File: src/hw/rtl/lbs_pkg.sv
// ----------------------------------------------------------------------------
// lbs_pkg: shared types and constants
// Item structs, opcodes, controller states and datapath commands for the
// skinning core.
// ----------------------------------------------------------------------------
package lbs_pkg;

	localparam int BoneSlots    = 31;
	localparam int IdentityBone = BoneSlots - 1;
	localparam int TableDepth   = IdentityBone * 12;
	localparam int AddrW        = $clog2(TableDepth);

	localparam logic signed [31:0] SatMax = 32'sh7fffffff;
	localparam logic signed [31:0] SatMin = 32'sh80000000;

	typedef enum logic [1:0] {
		OP_WRITE = 2'd0,
		OP_SKIN  = 2'd1,
		OP_CLEAR = 2'd2,
		OP_NONE  = 2'd3
	} opcode_t;

	typedef struct packed {
		logic [1:0]         opcode;
		logic [8:0]         table_address;
		logic signed [31:0] value_x;
		logic signed [31:0] value_y;
		logic signed [31:0] value_z;
		logic [19:0]        bone_indices;
		logic [16:0]        weight_a;
		logic [16:0]        weight_b;
		logic [16:0]        weight_c;
		logic [16:0]        weight_d;
	} in_item_t;

	typedef struct packed {
		logic signed [31:0] pos_x;
		logic signed [31:0] pos_y;
		logic signed [31:0] pos_z;
		logic signed [31:0] box_min_x;
		logic signed [31:0] box_min_y;
		logic signed [31:0] box_min_z;
		logic signed [31:0] box_max_x;
		logic signed [31:0] box_max_y;
		logic signed [31:0] box_max_z;
	} out_item_t;

	typedef enum logic [2:0] {
		ST_IDLE,
		ST_FETCH,
		ST_MAC,
		ST_WEIGHT,
		ST_ACCUM,
		ST_BOX,
		ST_OUT
	} state_t;

	// controller -> datapath
	typedef struct packed {
		logic       load;      // capture input item
		logic       tbl_write; // write table word
		logic       clear_box;
		logic       rd_en;     // read table word
		logic [3:0] word;      // word index within bone
		logic       mac;       // accumulate product or translation of previous read
		logic       init_acc;  // clear accumulator
		logic       weight;    // weight the bone result
		logic       accum;     // add term into position
		logic       box;       // update bounding box
		logic [1:0] infl;      // current influence
	} cmd_t;

	// datapath -> controller
	typedef struct packed {
		logic [1:0] opcode;
		logic       first_ident; // bone a is identity
		logic [2:0] count;       // clamped influence count
		logic [3:0] wnz;         // nonzero weights
		logic       ident;       // current influence bone is identity
	} status_t;

	function automatic logic signed [31:0] sat32(input logic signed [49:0] v);
		if (v > 50'sd2147483647) return SatMax;
		if (v < -50'sd2147483648) return SatMin;
		return v[31:0];
	endfunction

endpackage

File: src/hw/rtl/lbs_ctrl.sv
// ----------------------------------------------------------------------------
// lbs_ctrl: skinning sequencer
// Steps through table reads, weighting and accumulation per influence.
// ----------------------------------------------------------------------------
module lbs_ctrl import lbs_pkg::*; (
	input  logic    clk,
	input  logic    arst_n,
	input  logic    in_valid,
	output logic    in_stall,
	output logic    out_valid,
	input  logic    out_stall,
	input  status_t st,
	output cmd_t    cmd
);
	state_t state_q, state_d;
	logic [3:0] word_q, word_d;
	logic [1:0] infl_q, infl_d;
	logic       rd_q;  // a read was issued last cycle
	logic       ovalid_q, ovalid_d;
	logic       go;
	logic       next_ok;

	assign in_stall  = (state_q != ST_IDLE) || (ovalid_q && out_stall);
	assign go        = in_valid && !in_stall;
	assign out_valid = ovalid_q;
	// further influence is taken while in range and weight nonzero
	assign next_ok   = ({1'b0, infl_q} + 3'd1 < st.count) && st.wnz[infl_q + 2'd1];

	always_comb begin
		state_d  = state_q;
		word_d   = word_q;
		infl_d   = infl_q;
		ovalid_d = ovalid_q && out_stall;
		case (state_q)
			ST_IDLE: begin
				if (go && in_valid) begin
					state_d = ST_FETCH;
					word_d  = 4'd0;
					infl_d  = 2'd0;
				end
			end
			ST_FETCH: begin
				if (st.opcode != OP_SKIN) begin
					state_d = ST_IDLE;
				end else if (st.first_ident) begin
					state_d = ST_BOX;
				end else if (st.ident) begin
					state_d = ST_WEIGHT;
				end else begin
					state_d = ST_MAC;
					word_d  = 4'd0;
				end
			end
			ST_MAC: begin
				if (word_q == 4'd12) begin
					state_d = ST_WEIGHT;
				end else begin
					word_d = word_q + 4'd1;
				end
			end
			ST_WEIGHT: state_d = ST_ACCUM;
			ST_ACCUM: begin
				if (next_ok) begin
					infl_d  = infl_q + 2'd1;
					state_d = ST_FETCH;
				end else begin
					state_d = ST_BOX;
				end
			end
			ST_BOX: state_d = ST_OUT;
			ST_OUT: begin
				if (!(ovalid_q && out_stall)) begin
					ovalid_d = 1'b1;
					state_d  = ST_IDLE;
				end
			end
			default: state_d = ST_IDLE;
		endcase
	end

	always_comb begin
		cmd           = '0;
		cmd.load      = go;
		cmd.word      = word_q;
		cmd.infl      = infl_q;
		cmd.tbl_write = (state_q == ST_FETCH) && (st.opcode == OP_WRITE);
		cmd.clear_box = (state_q == ST_FETCH) && (st.opcode == OP_CLEAR);
		cmd.init_acc  = (state_q == ST_FETCH);
		cmd.rd_en     = (state_q == ST_MAC) && (word_q < 4'd12);
		cmd.mac       = (state_q == ST_MAC) && rd_q;
		cmd.weight    = (state_q == ST_WEIGHT);
		cmd.accum     = (state_q == ST_ACCUM);
		cmd.box       = (state_q == ST_BOX);
	end

	always_ff @(posedge clk or negedge arst_n) begin
		if (!arst_n) begin
			state_q  <= ST_IDLE;
			word_q   <= '0;
			infl_q   <= '0;
			rd_q     <= 1'b0;
			ovalid_q <= 1'b0;
		end else begin
			state_q  <= state_d;
			word_q   <= word_d;
			infl_q   <= infl_d;
			rd_q     <= cmd.rd_en;
			ovalid_q <= ovalid_d;
		end
	end
endmodule

File: config.mk
export PLATFORM = sky130hd
export DESIGN_NAME = lbs_ctrl
export DESIGN_NICKNAME = d
export VERILOG_FILES = /design/src/hw/rtl/lbs_pkg.sv /design/src/hw/rtl/lbs_ctrl.sv
export SDC_FILE = /design/constraint.sdc
export NUM_CORES = 1
export LEC_CHECK = 0
export BUFFER_PORTS_ARGS = -buffer_cell sky130_fd_sc_hd__buf_2
export CAP_MARGIN = 5
export CORE_MARGIN = 3
export CORE_UTILIZATION = 50
export CTS_CLUSTER_DIAMETER = 200
export DETAILED_ROUTE_END_ITERATION = 6
export GPL_TIMING_DRIVEN = 0
export PLACE_DENSITY = 0.79
export SLEW_MARGIN = 20
export SYNTH_ARGS = -nofsm -noshare
export SYNTH_HDL_FRONTEND = slang
export SYNTH_SLANG_ARGS = --single-unit
File: constraint.sdc
create_clock -name clk -period 4.95 [get_ports clk]
set_clock_uncertainty 0.15 [all_clocks]
set_input_delay 0.495 -clock clk [delete_from_list [all_inputs] [get_ports clk]]
set_output_delay 0.495 -clock clk [all_outputs]
set_load 0.01 [all_outputs]
==> flow_summary.yaml <==
run_status:
  outcome: "complete, no violations"
synth:
  synth_area_leader_cell: "dfrtp_1"
  syn-num-nets: 106
  synth_area_leaders: "dfrtp_1 35%, ha_1 7.9%, o21ai_0 4.4%"
  postSynthAreaPerCell_um2: 9.253
  synth_mux_area_share_pct: 8.176
  synth_area_um2: 795.8
  syn_inst: 86
  synthXorXnorAreaFrac_pct: 1.101
  synth_top_family_by_area: "simple AND/OR/NAND/NOR gates"
  ys_ff_latch: 11
  synth_cell_types: 34
  synth_top_area_share_pct: 34.59
  synth_compound_area_share_pct: 19.18
  yosysWarnings: 0
  ys_seq_area_share_pct: 34.59
  synthAdderAreaFrac_pct: 7.862
  yosys.area_share.simple_pct: 22.33
grt:
  grt_pass1_wl_mm: 3.008
  grt_util_all_layers_pct: 19.65
  grt_max_degree: 12
  grt_pass1_vias: 697
  gr-total-overflow: 0
  antenna_found_initial: 0
power_and_ir_drop:
  switching_share_pct: 43.33
  p_comb_share_pct: 57.8
  p_leak_nw: 0.5431
  pwr-share-clk_pct: 12.7
  finalPower_mw: 0.4813
  irDropWorstVdd_mv: 0.3124
  p_switching_mw: 0.2086
  seq_power_share_pct: 29.6
  power_report.internal_total_mw: 0.2728
  p_per_area_nw_per_um2: 477.9
floorplan:
  dieArea_um2: 2106
  ioPinCount: 32
  core-area_um2: 1399
  fp.dieW_um: 45.90
  dieHeight_um: 45.90
  rows: 13
  start_util_pct: 56.89
clock_tree:
  cts-resized-gates: 0
  htree_levels: 1
  clock_tree.buffer_depth: 2
  cts_hold_buf: 1
  clk_pin_slew_worst_paths_ns: 0.07
  clock_sinks: 11
  clk_latency_ns: 0.26
  cts-root-buf: "clkbuf_4"
  cts_buffers: 3
  post_cts_buffers: 0
  cts_tree: "done"
worst_setup_path:
  critPathKind: "reg -> out"
  crit_chain: "buf_4 > or2b_1 > nor2_1 > and2_1 > buf_2"
  critPathMaxFanout: 10
  critPathRequiredTime_ns: 4.30
  cp_slowest_cell: "dfrtp_1"
  slowest_delay_ns: 0.41
  critical_path_arrival_ns: 1.58
  worstSetupStartpointType: "flop"
  end_kind: "primary output"
final_layout:
  multiInputGateArea_um2: 466.7
  antenna_cells: 0
  nets: 143
  regArea_um2: 275.3
  syn2layout_area_growth_pct: 26.57
  drive_above_1_share_pct: 40.16
  nFillCells: 124
  final_util_pct: 72.00
  fin_cells: 137
sta:
  relSlewSlack_pct: 74.26
  timing.final.crit_share_pct: 44.93
  setup_viol: 0
  period_minus_slack_ns: 2.224
  worst_pin_slew_ns: 0.3821
  worst_slack_ns: 2.726
  final_max_slew_viol_count: 0
  hold_viol_final: 0
  rsz0062_at_grt: "false"
  fmax_mhz: 449.6
  tns_ns: 0
route:
  remaining_drc_errors: 0
  routed_wl_mm: 1.774
  via_per_inst: 5.752
  post_drt_wl_per_cell_um: 12.95
  antenna_left: 0
  drt_iter0_markers: 41
  dr.pass1.iters: 4
  route.vias.total: 788
place:
  portBuffers: 31
  placed_cells: 132
  pre_cts_ws_ns: 2.981
  dpl.hpwl_mm: 1.439
  gp_congestion: 0.8467
hold_path:
  min_path_type: "in -> reg"
run:
  cap_violations: 0
[synthesized netlist by cell type (all sizes together)]
cell / n
dfrtp: 11
o21ai: 8
nor2: 7
inv: 6
a21oi: 5
ha: 5
nand2: 5
nor3: 5
buf: 4
and2: 3
nand3: 3
a22o: 2
mux2: 2
mux2i: 2
nand2b: 2
nor2b: 2
a21boi: 1
a21o: 1
a311oi: 1
and3: 1
mux4: 1
nor4: 1
nor4b: 1
o211ai: 1
o22ai: 1
o2bb2ai: 1
o32a: 1
or2b: 1
or3b: 1
xor2: 1
[worst max-delay path: cells and delay by family (launching register included)]
| family | cells | cell delay (ns) |
|---|---|---|
| and+or+nand+nor | 3 | 0.61 |
| DFF | 1 | 0.41 |
| buffers and inverters | 2 | 0.30 |
[cell usage in the layout (no fill, tap or decap), drive strengths merged, types with 2 or more instances in the layout]
master and instances:
buf 35, dfrtp 11, o21ai 8, nor2 7, inv 6, nor3 5, a21oi 5, nand2 5
ha 5, and2 3, nand3 3, clkbuf 3, nand2b 2, mux2 2, a22o 2, mux2i 2
nor2b 2
[metal layers]
| metal | wire length, um | vias up | global-route usage, % |
|---|---|---|---|
| met5 | 0 | - | 0 |
| li1 | - | 381 | - |
| met2 | 795 | 43 | 30.77 |
| met1 | 790 | 360 | 26.57 |
| met3 | 163 | 4 | 5.138 |
| met4 | 25 | 0 | 5.114 |
[cell type report]
cell class / count / share of cell area (%)
multi-input combinational: 65 / 46.34
sequential: 11 / 27.33
timing repair buffer: 32 / 16.40
buffer: 4 / 3.106
clock buffer: 3 / 2.236
inverter: 6 / 2.236
tap: 15 / 1.863
clock inverter: 1 / 0.4969
[registers in the layout, summed over array words and instances (netlist names)]
signal,count
infl_q,2
out_valid,1
rd_q,1
state_q,3
word_q,4
[cell families (layout without fill, tap and decap cells)]
kind of cell	count (synthesis)	after routing
and+or+nand+nor	32	32
AOI/OAI and AO/OA	22	22
DFF	11	11
buffers and inverters	10	46
adders and majority gates	5	5
muxes	5	5
xor gates and xnor gates	1	1
[power groups by stage]
stage	sequential, mW	clock (mW)	combinational (mW)
2_1_floorplan	0.145	0	0.192
3_3_place_gp	0.141	0	0.271
3_5_place_dp	0.144	0	0.277
4_1_cts	0.142	0.0627	0.281
5_1_grt	0.148	0.0702	0.312
6_report	0.142	0.0609	0.278
[stage by stage]
step / hold WS, ns / area, um^2
6_report: 0.3939 / 1007
5_1_grt: 0.4114 / 1007
4_1_cts: 0.3918 / 1007
3_5_place_dp: 0.2304 / 969.7
3_3_place_gp: 0.2342 / 969.7
2_1_floorplan: 0.04941 / 795.8
[final timing paths]
kind | startpoint | end | cells after the start | slack, ns
max in group asynchronous | arst_n | state_q[2] | 2 | 3.98
min in group asynchronous | arst_n | out_valid | 2 | 0.47
setup reg to reg | infl_q[0] | infl_q[0] | 6 | 2.96
setup / recovery | state_q[0] | cmd[6] | 5 | 2.73
hold reg to reg | infl_q[1] | infl_q[1] | 2 | 0.40
hold / removal | out_stall | out_valid | 3 | 0.39
(Power assumes the default switching activity.)
